===== src/rtl/sspc_pkg.sv =====
// Shared types, codes and constants of the servo slew position controller.
`default_nettype none

package sspc_pkg;

  // Operation codes of an input item.
  localparam logic [1:0] OP_TICK    = 2'd0;
  localparam logic [1:0] OP_COMMAND = 2'd1;
  localparam logic [1:0] OP_START   = 2'd2;

  // Command kinds.
  localparam logic [7:0] KIND_POSITION = 8'd0;
  localparam logic [7:0] KIND_SPEED    = 8'd1;

  // Servo mode codes as seen on the result channel.
  localparam logic [2:0] MODE_DISABLED = 3'd0;
  localparam logic [2:0] MODE_IDLE     = 3'd1;
  localparam logic [2:0] MODE_MOVING   = 3'd2;
  localparam logic [2:0] MODE_HOLDING  = 3'd3;
  localparam logic [2:0] MODE_FAULT    = 3'd4;

  localparam logic [7:0] BROADCAST_ID = 8'hFF;

  // Divider geometry: a 16x16 product over a divisor of up to 17 bits.
  localparam int unsigned DIVIDEND_W = 32;
  localparam int unsigned DIVISOR_W  = 17;
  localparam int unsigned DIV_STEPS  = DIVIDEND_W / 2;
  localparam int unsigned DIV_CNT_W  = $clog2(DIV_STEPS);

  // Speed is in degrees per second, time in microseconds, angle in tenths.
  localparam logic [DIVISOR_W-1:0] SLEW_DIVISOR = 17'd100000;

  // Reset values.
  localparam logic [7:0]         RST_NODE_ID    = 8'd0;
  localparam logic signed [11:0] RST_ANGLE_MIN  = -12'sd900;
  localparam logic signed [11:0] RST_ANGLE_MAX  = 12'sd900;
  localparam logic signed [11:0] RST_ANGLE_TRIM = 12'sd0;
  localparam logic [15:0]        RST_PULSE_MIN  = 16'd1000;
  localparam logic [15:0]        RST_PULSE_MAX  = 16'd2000;
  localparam logic [15:0]        RST_FRAME      = 16'd20000;
  localparam logic [15:0]        RST_SPEED      = 16'd180;

  // Configuration register indexes.
  typedef enum logic [2:0] {
    CFG_NODE_ID     = 3'd0,
    CFG_ANGLE_MIN   = 3'd1,
    CFG_ANGLE_MAX   = 3'd2,
    CFG_ANGLE_TRIM  = 3'd3,
    CFG_PULSE_MIN   = 3'd4,
    CFG_PULSE_MAX   = 3'd5,
    CFG_FRAME       = 3'd6
  } cfg_idx_t;

  typedef struct packed {
    logic [1:0]         operation;
    logic [15:0]        elapsed_us;
    logic [7:0]         dest_id;
    logic [7:0]         command_kind;
    logic signed [15:0] target_value;
    logic [15:0]        speed_value;
    logic               enable_flag;
    logic               torque_flag;
  } in_item_t;

  typedef struct packed {
    logic               accepted;
    logic [2:0]         servo_mode;
    logic signed [15:0] present_angle;
    logic signed [15:0] goal_angle;
    logic [15:0]        pulse_width_us;
    logic [15:0]        pulse_period_us;
    logic               torque_on;
    logic [15:0]        speed_now;
  } out_item_t;

  typedef struct packed {
    logic [2:0]  reg_index;
    logic [15:0] wdata;
  } cfg_wr_t;

  typedef struct packed {
    logic busy;
    logic done;
  } div_stat_t;

endpackage

`default_nettype wire


===== src/rtl/sspc_div.sv =====
// Unsigned restoring divider that retires two quotient bits per cycle.
`default_nettype none

module sspc_div (
  input  logic                                clk,
  input  logic                                rst_n,
  input  logic                                start,
  input  logic [sspc_pkg::DIVIDEND_W-1:0]     dividend,
  input  logic [sspc_pkg::DIVISOR_W-1:0]      divisor,
  output logic [sspc_pkg::DIVIDEND_W-1:0]     quotient,
  output sspc_pkg::div_stat_t                 stat
);
  import sspc_pkg::*;

  logic [DIVISOR_W-1:0]  rem_r, rem_nxt;
  logic [DIVIDEND_W-1:0] quo_r, quo_nxt;
  logic [DIVISOR_W-1:0]  dvs_r, dvs_nxt;
  logic [DIV_CNT_W-1:0]  cnt_r, cnt_nxt;
  logic                  busy_r, busy_nxt;
  logic                  done_r, done_nxt;

  logic [DIVISOR_W:0]    sh1, sh2;
  logic [DIVISOR_W-1:0]  r1, r2;
  logic                  q1, q2;

  // Two dependent restoring steps; the dividend shifts out of quo_r as
  // quotient bits shift in.
  always_comb begin
    sh1 = {rem_r, quo_r[DIVIDEND_W-1]};
    q1  = (sh1 >= {1'b0, dvs_r});
    r1  = q1 ? DIVISOR_W'(sh1 - {1'b0, dvs_r}) : sh1[DIVISOR_W-1:0];
    sh2 = {r1, quo_r[DIVIDEND_W-2]};
    q2  = (sh2 >= {1'b0, dvs_r});
    r2  = q2 ? DIVISOR_W'(sh2 - {1'b0, dvs_r}) : sh2[DIVISOR_W-1:0];
  end

  always_comb begin
    rem_nxt  = rem_r;
    quo_nxt  = quo_r;
    dvs_nxt  = dvs_r;
    cnt_nxt  = cnt_r;
    busy_nxt = busy_r;
    done_nxt = 1'b0;
    if (start) begin
      rem_nxt  = '0;
      quo_nxt  = dividend;
      dvs_nxt  = divisor;
      cnt_nxt  = '0;
      busy_nxt = 1'b1;
    end else if (busy_r) begin
      rem_nxt = r2;
      quo_nxt = {quo_r[DIVIDEND_W-3:0], q1, q2};
      cnt_nxt = DIV_CNT_W'(cnt_r + 1'b1);
      if (cnt_r == DIV_CNT_W'(DIV_STEPS - 1)) begin
        busy_nxt = 1'b0;
        done_nxt = 1'b1;
      end
    end
  end

  always_ff @(posedge clk) begin
    if (!rst_n) begin
      busy_r <= 1'b0;
      done_r <= 1'b0;
      cnt_r  <= '0;
    end else begin
      busy_r <= busy_nxt;
      done_r <= done_nxt;
      cnt_r  <= cnt_nxt;
    end
  end

  always_ff @(posedge clk) begin
    rem_r <= rem_nxt;
    quo_r <= quo_nxt;
    dvs_r <= dvs_nxt;
  end

  assign quotient  = quo_r;
  assign stat.busy = busy_r;
  assign stat.done = done_r;

endmodule

`default_nettype wire

===== config.mk =====
export PLATFORM = sky130hd
export DESIGN_NAME = sspc_div
export DESIGN_NICKNAME = d
export VERILOG_FILES = /design/src/rtl/sspc_pkg.sv /design/src/rtl/sspc_div.sv
export SDC_FILE = /design/constraint.sdc
export NUM_CORES = 1
export LEC_CHECK = 0
export BUFFER_PORTS_ARGS = -buffer_cell sky130_fd_sc_hd__buf_4
export CAP_MARGIN = 15
export CORE_MARGIN = 3
export CORE_UTILIZATION = 51
export CTS_CLUSTER_DIAMETER = 50
export DETAILED_ROUTE_END_ITERATION = 6
export PLACE_DENSITY_LB_ADDON = 0.1
export SLEW_MARGIN = 25
export SYNTH_ARGS = -nofsm -noshare
export SYNTH_HDL_FRONTEND = slang
export SYNTH_SLANG_ARGS = --single-unit

===== constraint.sdc =====
create_clock -name clk -period 5 [get_ports clk]
set_clock_uncertainty 0.1 [all_clocks]
set_input_delay 0.25 -clock clk [delete_from_list [all_inputs] [get_ports clk]]
set_output_delay 0.25 -clock clk [all_outputs]
set_load 0.02 [all_outputs]

==> impl_metrics.env, run 1 <==
export IMPL_initial_core_util_pct=53.9
export IMPL_dieHeight_um=103
export IMPL_root_buffer="clkbuf_8"
export IMPL_drtIter0Drc=258
export IMPL_async_reset_ff_share_pct=0
export IMPL_grtUsageTotal_pct=25.2
export IMPL_syn_inst=474
export IMPL_reg2reg_depth=21
export IMPL_grt_pass1_vias=4168
export IMPL_endpoint_kind="register"
export IMPL_cp_start_kind="register"
export IMPL_grt_overflow=0
export IMPL_ys_warn_count=0
export IMPL_synthFlopType="edfxtp_1"
export IMPL_cp_arrival_ns=4.82
export IMPL_routabilityCongestion=0.984
export IMPL_synth_xor_area_share_pct=4.89
export IMPL_crit_type="register to register"
export IMPL_synth_compound_area_share_pct=16.6
export IMPL_cts_buffer_depth=2
export IMPL_final_cell_mix="buf_4, edfxtp_1, nor2_1"
export IMPL_total_power_mw=2.38
export IMPL_synthAdderAreaFrac_pct=9.88
export IMPL_whs_ns=0.0223
export IMPL_relSlewSlack_pct=45.5
export IMPL_hold_path_class="input port to register"
export IMPL_firstDrtPassIters=5
export IMPL_synth_top_family_by_area="compound AO/OA/AOI/OAI gates"
export IMPL_max_cap_viol_count=0
export IMPL_power_leakage_nw=2.64
export IMPL_cts_tree="yes"
export IMPL_finalCritPeriodShare_pct=96.2
export IMPL_drv_slew=0
export IMPL_synth_simple_area_share_pct=13.1
export IMPL_syn_nets=563
export IMPL_required_ns=5.01
export IMPL_grt_max_degree=69
export IMPL_final_common_cell="buf_4"
export IMPL_worst_path_max_fanout=7
export IMPL_coreArea_sq_mm=0.00898
export IMPL_ant_nets=0
export IMPL_avgViaCountPerCell=5.79
export IMPL_io_buffers=85
export IMPL_peakVddDrop_mv=0.240
export IMPL_cts_sinks=72
export IMPL_htreeDepth=3
export IMPL_yosysSeqAreaShare_pct=39.9
export IMPL_wl_per_cell_um=17.9
export IMPL_hold_depth=2
export IMPL_drc=0
export IMPL_grt_pass1_wl_um=20600
export IMPL_numCtsBuffers=9
export IMPL_area_growth_pct=28.3
export IMPL_insertion_delay_ns=0.36
export IMPL_hpwl_um=9640
export IMPL_fp_row_count=34
export IMPL_timing_fmax_mhz=208
export IMPL_num_io_pins=86
export IMPL_fillers=694
export IMPL_dieArea_sq_mm=0.0107
export IMPL_nNetsFinal=690
export IMPL_setup_violations=0
export IMPL_ys_ff_latch=72
export IMPL_diodes=0
export IMPL_min_period_ns=4.81
export IMPL_muxShareOfSynthArea_pct=10.9
export IMPL_layout_drive_gt1_share_pct=31.4
export IMPL_netlist_cell_type_count=67
export IMPL_hold_viol_final=0
export IMPL_tightest_slew_ns=0.818
export IMPL_antenna_found_initial=0
export IMPL_p_per_area_mw_per_mm2=384
export IMPL_synth_edf_count=49
export IMPL_cts_clk_slew_worst_paths_ns=0.07
export IMPL_die_w_um=103
export IMPL_num_vias=4235
export IMPL_totalWireLength_um=13100
export IMPL_status="finished clean"
export IMPL_synthesis_area_sq_mm=0.00484
export IMPL_synth_avg_cell_area_sq_um=10.2
-- where the power goes --
part	internal, mW	switching [mW]
clock network	0.209	0.232
logic	0.540	0.650
registers	0.710	0.0433
total	1.46	0.925
-- metrics by stage --
stage	setup TNS, ns	worst slack [ns]	utilization [%]	area (sq um)	std cells
2_1_floorplan	0	0.203	-	4840	474
3_3_place_gp	0	0.0617	63.7	5720	692
3_5_place_dp	-0.708	-0.0895	63.7	5720	692
4_1_cts	0	0.0115	67.8	6090	725
5_1_grt	-0.000638	-0.000638	69.2	6210	732
6_report	0	0.188	69.2	6210	732
-- synthesized netlist by cell type (all sizes together) (2+ instances only) --
cell type	instances	share of area, %
dfxtp	23	9.5
o311a	2	0.41
nor3	10	1.0
xnor2	20	3.6
nand3b	2	0.31
nand3	13	1.4
clkbuf	6	0.49
ha	35	9.0
a2111oi	2	0.49
nor2b	7	0.90
nor2	38	3.1
a21oi	20	2.1
or3	3	0.39
nand2	21	1.6
and2	6	0.78
or2	3	0.39
o22ai	2	0.26
o21ai	33	3.6
xor2	7	1.3
o211ai	4	0.90
o21a	7	1.1
o311ai	2	0.36
buf	12	1.9
o31ai	2	0.31
o221ai	2	0.36
fa	2	0.83
o21bai	3	0.47
and3	7	0.90
nand2b	2	0.26
a21o	6	0.93
mux2	37	8.6
nor4	3	0.39
inv	29	2.2
o2111ai	3	0.54
a211oi	14	2.3
mux2i	11	2.3
nand4	9	1.2
edfxtp	49	30
a31oi	5	0.65
-- cell type report --
type                       instances  area [sq um]  area share [%]
clock buffer                      12           155            2.50
inverter                          30           113            1.81
multi-input combinational        354          2760            44.4
sequential                        72          1930            31.1
tap                              126           158            2.54
clock inverter                     4          27.5           0.443
timing repair buffer             134          1070            17.2
-- worst paths after layout --
| path | start | end | slack [ns] |
|---|---|---|---|
| min | rst_n | busy_r$_SDFF_PN0_ | 0.02 |
| max | quotient[31]$_DFFE_PP_ | quotient[0]$_DFFE_PP_ | 0.19 |
| max reg2reg | quotient[31]$_DFFE_PP_ | quotient[0]$_DFFE_PP_ | 0.19 |
| min reg2reg | cnt_r[3]$_SDFFE_PP0P_ | done_r$_SDFF_PP0_ | 0.40 |
-- critical path, cell delays in order (launching register included) --
cell,delay [ns]
edfxtp_1,0.38
inv_1,0.07
ha_1,0.16
inv_1,0.06
fa_2,0.36
a21o_1,0.23
a221o_1,0.35
nand3_2,0.13
and4_4,0.30
or2_4,0.16
buf_4,0.11
o21ai_1,0.10
ha_1,0.36
buf_4,0.16
and2_1,0.19
nand3_1,0.16
nor4_2,0.06
or3_1,0.36
o22ai_4,0.16
o211ai_4,0.17
buf_2,0.19
mux2_2,0.26
-- state kept, by name, indices dropped and copies added (netlist names) --
name and cells:
quotient 32, done_r 1, busy_r 1, cnt_r 4, dvs_r 17, rem_r 17
-- layer usage --
metal	routed length (um)	global-route usage, %	part of all wire [%]	vias to the layer above
li1	-	-	-	2026
met1	5690	34.7	43	2022
met2	6240	39.0	47	167
met3	912	5.57	6.9	20
met4	291	9.06	2.2	0
met5	0	0	0	-
-- cell families (layout without fill, tap and decap cells) --
| kind of cell | after synthesis | count (layout) |
|---|---|---|
| xor gates and xnor gates | 27 | 27 |
| muxes | 48 | 48 |
| and+or+nand+nor | 126 | 126 |
| adders and majority gates | 37 | 37 |
| AOI/OAI and AO/OA | 116 | 116 |
| DFF | 72 | 72 |
| buffers and inverters | 48 | 180 |
-- repair_timing --
item | CTS | global route
endpoints found under the hold margin | 17 | 0
cloned | 0 | 1
pin swaps | 0 | 8
hold buffers | 17 | 0
setup endpoints to repair | 12 | 18
gates resized for setup | 3 | 16
setup buffers | 0 | 6
No activity file was read; power rests on OpenSTA's default activity.
==> inputs of run 2 (changes only) <==
Settings changed: CORE_UTILIZATION 51 to 53, CTS_BUF_LIST from default to sky130_fd_sc_hd__clkbuf_4.
==> run 2 against run 1 <==
  * Worst hold slack better by 0.020 ns
  * Flip-flop and latch count is the same
  * Register-to-register slack barely moved
  * Setup slack got worse by 0.010 ns
  * First-iteration DRC count decreased by 33%
  * Cell count is 1.6% higher
  * Critical path depth up 1
  * Highest routed layer unchanged
  * Die area is 3.6% lower
  * Critical path type unchanged
  * Core utilization increased by 4.6 points
==> impl_metrics.env, run 2 (synthesis results as in run 1) <==
export IMPL_status="finished clean"
export IMPL_total_power_mw=2.41
export IMPL_die_w_um=102
export IMPL_final_common_cell="buf_4"
export IMPL_final_cell_mix="buf_4, edfxtp_1, dlygate4sd3_1"
export IMPL_regToRegSetupSlack_ns=0.18
export IMPL_drv_slew=0
export IMPL_finalCritPeriodShare_pct=96.4
export IMPL_critical_path_cell_chain="inv_1, ha_1, inv_1, fa_2, a21o_1, a221o_1, nand3_2, and4_4, or2_1, buf_6, o21ai_1, ha_2, buf_4, buf_4, nand4_1, nor4_1, or3_1, o22ai_4, o211ai_4, buf_4, mux2i_1, a211oi_1"
export IMPL_largest_reg_flops=32
export IMPL_grtUsageTotal_pct=24.9
export IMPL_ant_nets=0
export IMPL_hpwl_um=9100
export IMPL_layout_drive_gt1_share_pct=30.8
export IMPL_grt_max_degree=69
export IMPL_firstDrtPassIters=5
export IMPL_grt_pass1_vias=4167
export IMPL_numCtsBuffers=9
export IMPL_cts_tree="yes"
export IMPL_dieArea_sq_mm=0.0103
export IMPL_cts_sinks=72
export IMPL_max_cap_viol_count=0
export IMPL_initial_core_util_pct=55.0
export IMPL_io_buffers=85
export IMPL_root_buffer="clkbuf_4"
export IMPL_required_ns=5.18
export IMPL_wl_per_cell_um=17.4
export IMPL_num_vias=4272
export IMPL_worstHoldStart="dividend[17]"
export IMPL_num_io_pins=86
export IMPL_routabilityCongestion=0.938
export IMPL_utilization_pct=73.7
export IMPL_cts_clk_slew_worst_paths_ns=0.13
export IMPL_diodes=0
export IMPL_grt_pass1_wl_um=19900
export IMPL_rr_startpoint="quotient[31]$_DFFE_PP_"
export IMPL_hold_depth=2
export IMPL_reg2reg_depth=22
export IMPL_p_per_area_mw_per_mm2=372
export IMPL_insertion_delay_ns=0.44
export IMPL_fillers=649
export IMPL_tightest_slew_ns=0.831
export IMPL_endpoint_kind="register"
export IMPL_cp_arrival_ns=5.00
export IMPL_cts_buffer_depth=2
export IMPL_dieHeight_um=102
export IMPL_timing_fmax_mhz=207
export IMPL_antenna_found_initial=0
export IMPL_relSlewSlack_pct=44.6
export IMPL_setup_tns_ns=0
export IMPL_power_leakage_nw=2.75
export IMPL_htreeDepth=3
export IMPL_cp_slowest_stage_delay_ns=0.43
export IMPL_setup_violations=0
export IMPL_min_period_ns=4.82
export IMPL_cp_slowest_cell="edfxtp_1"
export IMPL_startpoint="quotient[31]$_DFFE_PP_"
export IMPL_cp_start_kind="register"
export IMPL_peakVddDrop_mv=0.236
export IMPL_path_common_cell="buf_4"
export IMPL_drc=0
export IMPL_totalWireLength_um=12900
export IMPL_area_growth_pct=34.2
export IMPL_reg2reg_to="rem_r[14]$_SDFFE_PP0P_"
export IMPL_coreArea_sq_mm=0.00881
export IMPL_worst_path_max_fanout=8
export IMPL_holdPathEnd="quotient[17]$_DFFE_PP_"
export IMPL_drtIter0Drc=173
export IMPL_avgViaCountPerCell=5.74
export IMPL_hold_viol_final=0
export IMPL_fp_row_count=34
export IMPL_nNetsFinal=720
export IMPL_hold_path_class="input port to register"
export IMPL_grt_overflow=0
export IMPL_crit_type="register to register"
[run 2: cell types whose count changed in the layout (fill, tap and decap cells not counted), sizes merged]
cell	before	now
bufinv	0	2
clkinvlp	0	2
dlygate4sd3	17	47
clkbuf	12	10
clkinv	4	2
[run 2: what timing repair did]
action,CTS,global route
hold endpoints to repair,42,5
pin swaps,0,10
setup buffers,0,10
gates resized for setup,3,25
hold buffers,42,5
endpoints found under the setup margin,15,18
[run 2: through the flow]
step	setup WS, ns	hold WS [ns]	cells	area [sq um]
after floorplan	0.203	0.249	474	4840
after global routing	-0.00908	0.00744	744	6490
after CTS	0.0127	0.00169	729	6260
after global placement	0.128	0.328	671	5660
final	0.178	0.0425	744	6490
after detailed placement	-0.144	0.329	671	5660
[run 2: critical path: cells and delay by family (launching register included)]
family / cells / cell delay (ns)
compound gates: 6 / 1.06
fa+ha+maj: 3 / 0.92
buf+inv: 6 / 0.74
flops: 1 / 0.43
mux: 1 / 0.22
simple gates: 6 / 1.23
[run 2: metal layers]
| metal | track usage, % | up-vias | wire, um |
|---|---|---|---|
| met3 | 5.92 | 19 | 608 |
| met2 | 40.7 | 120 | 6320 |
| met4 | 7.77 | 0 | 236 |
| met5 | 0 | - | 0 |
| met1 | 32.8 | 2048 | 5780 |
| li1 | - | 2085 | - |
[run 2: worst max-delay path by stage]
stage	slack, ns	endpoint
after floorplan	0.20	quotient[0]$_DFFE_PP_
after global placement	0.13	rem_r[4]$_SDFFE_PP0P_
after detailed placement	-0.14	rem_r[7]$_SDFFE_PP0P_
after CTS	0.01	rem_r[4]$_SDFFE_PP0P_
after global routing	-0.009	rem_r[14]$_SDFFE_PP0P_
final	0.18	rem_r[14]$_SDFFE_PP0P_
[run 2: final cells by class]
cell class / count / area [sq um] / area share, %
Sequential cell: 72 / 1930 / 29.7
Tap cell: 108 / 135 / 2.08
Inverter: 30 / 113 / 1.73
Clock buffer: 10 / 75.1 / 1.16
Clock inverter: 6 / 92.6 / 1.43
Timing Repair Buffer: 164 / 1360 / 20.9
Multi-Input combinational cell: 354 / 2790 / 42.9
[run 2: report_power, final]
group / switching [mW] / internal, mW
sequential: 0.0422 / 0.709
combinational: 0.648 / 0.571
clock: 0.233 / 0.211
total: 0.924 / 1.49
==> inputs of run 3 (changes only) <==
--- a/config.mk
+++ b/config.mk
@@ -14,3 +14,3 @@
 export DETAILED_ROUTE_END_ITERATION = 6
-export PLACE_DENSITY_LB_ADDON = 0.1
+export PLACE_DENSITY = 0.79
 export SLEW_MARGIN = 25
==> constraint.sdc (replaced) <==
create_clock -name clk -period 5 [get_ports clk]
set_clock_uncertainty 0.1 [all_clocks]
set_input_delay 1.5 -clock clk [delete_from_list [all_inputs] [get_ports clk]]
set_output_delay 1.5 -clock clk [all_outputs]
set_load 0.02 [all_outputs]
==> run 3 against run 2 <==
  * Flip-flop and latch count unchanged
  * Routed wire length down 2.2%
  * Clock power decreased by 0.9%
  * Sequential share of layout area up 2.5 points
  * Cell count is 6.3% lower
  * Maximum frequency up 0.46%
  * First-iteration DRC count rose by 25%
  * Clock-buffer cell count did not move
  * Core utilization down 5.7 points
  * Critical path type unchanged
  * Critical endpoint is now rem_r[16]$_SDFFE_PP0P_
  * Highest routed layer unchanged
==> impl_metrics.env, run 3 (synthesis results as in run 1) <==
export IMPL_routabilityCongestion=0.929
export IMPL_insertion_delay_ns=0.43
export IMPL_setup_violations=0
export IMPL_antenna_found_initial=0
export IMPL_area_growth_pct=23.8
export IMPL_numCtsBuffers=9
export IMPL_firstDrtPassIters=5
export IMPL_io_buffers=85
export IMPL_cp_arrival_ns=5.06
export IMPL_hold_depth=2
export IMPL_drc=0
export IMPL_cp_num_cells=20
export IMPL_dieHeight_um=102
export IMPL_drv_slew=0
export IMPL_max_cap_viol_count=0
export IMPL_reg2reg_depth=20
export IMPL_hold_viol_final=0
export IMPL_hpwl_um=9410
export IMPL_multi_input_area_sq_mm=0.00276
export IMPL_cp_slowest_cell="edfxtp_1"
export IMPL_required_ns=5.26
export IMPL_worst_path_max_fanout=10
export IMPL_nNetsFinal=673
export IMPL_ant_nets=0
export IMPL_die_w_um=102
export IMPL_avgViaCountPerCell=5.95
export IMPL_drtIter0Drc=217
export IMPL_initial_core_util_pct=55.0
export IMPL_postPlaceCellArea_sq_mm=0.00569
export IMPL_grt_pass1_vias=4188
export IMPL_final_area_sq_mm=0.00599
export IMPL_grtUsageTotal_pct=24.9
export IMPL_layout_drive_gt1_share_pct=32.9
export IMPL_holdPathEnd="done_r$_SDFF_PP0_"
export IMPL_utilization_pct=68.0
export IMPL_final_cell_mix="buf_4, edfxtp_1, nor2_1"
export IMPL_cts_sinks=72
export IMPL_cts_clk_slew_worst_paths_ns=0.13
export IMPL_totalWireLength_um=12700
export IMPL_relSlewSlack_pct=59.5
export IMPL_rr_startpoint="quotient[31]$_DFFE_PP_"
export IMPL_path_common_cell="inv_1"
export IMPL_num_io_pins=86
export IMPL_p_per_area_mw_per_mm2=393
export IMPL_register_area_sq_mm=0.00193
export IMPL_wl_per_cell_um=18.2
export IMPL_critical_path_cell_chain="inv_1, ha_1, inv_1, fa_1, a21o_1, a221o_1, nand3_2, and4_4, nor2_4, mux2_1, ha_2, o21a_1, o211ai_1, o2bb2ai_2, a211oi_2, o22ai_2, o211ai_4, buf_4, a211o_1, a311oi_2"
export IMPL_min_period_ns=4.80
export IMPL_htreeDepth=3
export IMPL_cp_slowest_stage_delay_ns=0.41
export IMPL_grt_max_degree=42
export IMPL_grt_pass1_wl_um=20300
export IMPL_coreArea_sq_mm=0.00881
export IMPL_status="finished clean"
export IMPL_fillers=670
export IMPL_power_leakage_nw=2.56
export IMPL_cts_hold_buf=0
export IMPL_finalCritPeriodShare_pct=96.0
export IMPL_tightest_slew_ns=0.602
export IMPL_num_vias=4145
export IMPL_crit_type="register to register"
export IMPL_regToRegSetupSlack_ns=0.20
export IMPL_fp_row_count=34
export IMPL_worstHoldStart="cnt_r[3]$_SDFFE_PP0P_"
export IMPL_final_common_cell="buf_4"
export IMPL_root_buffer="clkbuf_4"
export IMPL_path_delay_family="compound AO/OA/AOI/OAI gates"
export IMPL_peakVddDrop_mv=0.229
export IMPL_crit_buf_inv=3
export IMPL_cp_start_kind="register"
export IMPL_largest_reg_flops=32
export IMPL_cts_buffer_depth=2
export IMPL_timing_fmax_mhz=208
export IMPL_reg2reg_to="rem_r[16]$_SDFFE_PP0P_"
export IMPL_endpoint_kind="register"
export IMPL_grt_overflow=0
export IMPL_hold_path_class="register to register"
export IMPL_dieArea_sq_mm=0.0103
export IMPL_cts_tree="yes"
export IMPL_diodes=0
==> run 3: stage by stage <==
step	total power [mW]	setup TNS, ns	setup WS [ns]	cells	hold WS (ns)
finish	2.35	0	0.200	697	0.427
global route	2.49	-0.0274	-0.0205	697	0.443
CTS	2.28	0	0.0541	691	0.423
detailed placement	1.82	-0.00724	-0.00502	675	0.403
global placement	1.81	0	0.200	675	0.392
floorplan	1.52	0	0.203	474	0.362
==> run 3: worst reg2reg max path, stage by stage (launching register included) <==
cell and delay, ns:
edfxtp_1 0.41, inv_1 0.07, ha_1 0.16, inv_1 0.05, fa_1 0.40, a21o_1 0.23
a221o_1 0.35, nand3_2 0.13, and4_4 0.27, nor2_4 0.09, mux2_1 0.40, ha_2 0.33
o21a_1 0.19, o211ai_1 0.26, o2bb2ai_2 0.18, a211oi_2 0.08, o22ai_2 0.20, o211ai_4 0.19
buf_4 0.18, a211o_1 0.23, a311oi_2 0.22
==> run 3: worst max-delay path by stage <==
stage	slack [ns]	endpoint	from
after CTS	0.05	rem_r[16]$_SDFFE_PP0P_	quotient[31]$_DFFE_PP_
after global placement	0.20	rem_r[7]$_SDFFE_PP0P_	quotient[31]$_DFFE_PP_
final	0.20	rem_r[16]$_SDFFE_PP0P_	quotient[31]$_DFFE_PP_
after detailed placement	-0.005	rem_r[6]$_SDFFE_PP0P_	quotient[31]$_DFFE_PP_
after global routing	-0.02	rem_r[10]$_SDFFE_PP0P_	quotient[31]$_DFFE_PP_
after floorplan	0.20	quotient[0]$_DFFE_PP_	quotient[31]$_DFFE_PP_
==> run 3: metal layers <==
layer  vias up  routed length, um  track usage [%]
li1       1988                  -                -
met3        30                726             4.48
met4         0                330             8.79
met2       151               6220             40.5
met5         -                  0                0
met1      1976               5380             33.3
==> run 3: final cells by class <==
class / count / area share, %
Clock buffer: 10 / 1.25
Clock inverter: 6 / 1.50
Inverter: 30 / 1.88
Multi-Input combinational cell: 354 / 46.0
Sequential cell: 72 / 32.3
Tap cell: 108 / 2.26
Timing Repair Buffer: 117 / 14.9
==> run 3: where the power goes <==
group | leakage (nW) | total (mW) | internal, mW | switching, mW
sequential | 0.678 | 0.750 | 0.709 | 0.0411
combinational | 1.79 | 1.16 | 0.539 | 0.626
clock | 0.0874 | 0.440 | 0.211 | 0.229
total | 2.56 | 2.35 | 1.46 | 0.896
==> run 3: repair_timing <==
item / 4_1_cts / 5_1_grt
endpoints found under the setup margin: 10 / 18
setup buffers: 0 / 6
pin swaps: 0 / 10
gates resized for setup: 1 / 20
gates cloned: 0 / 0
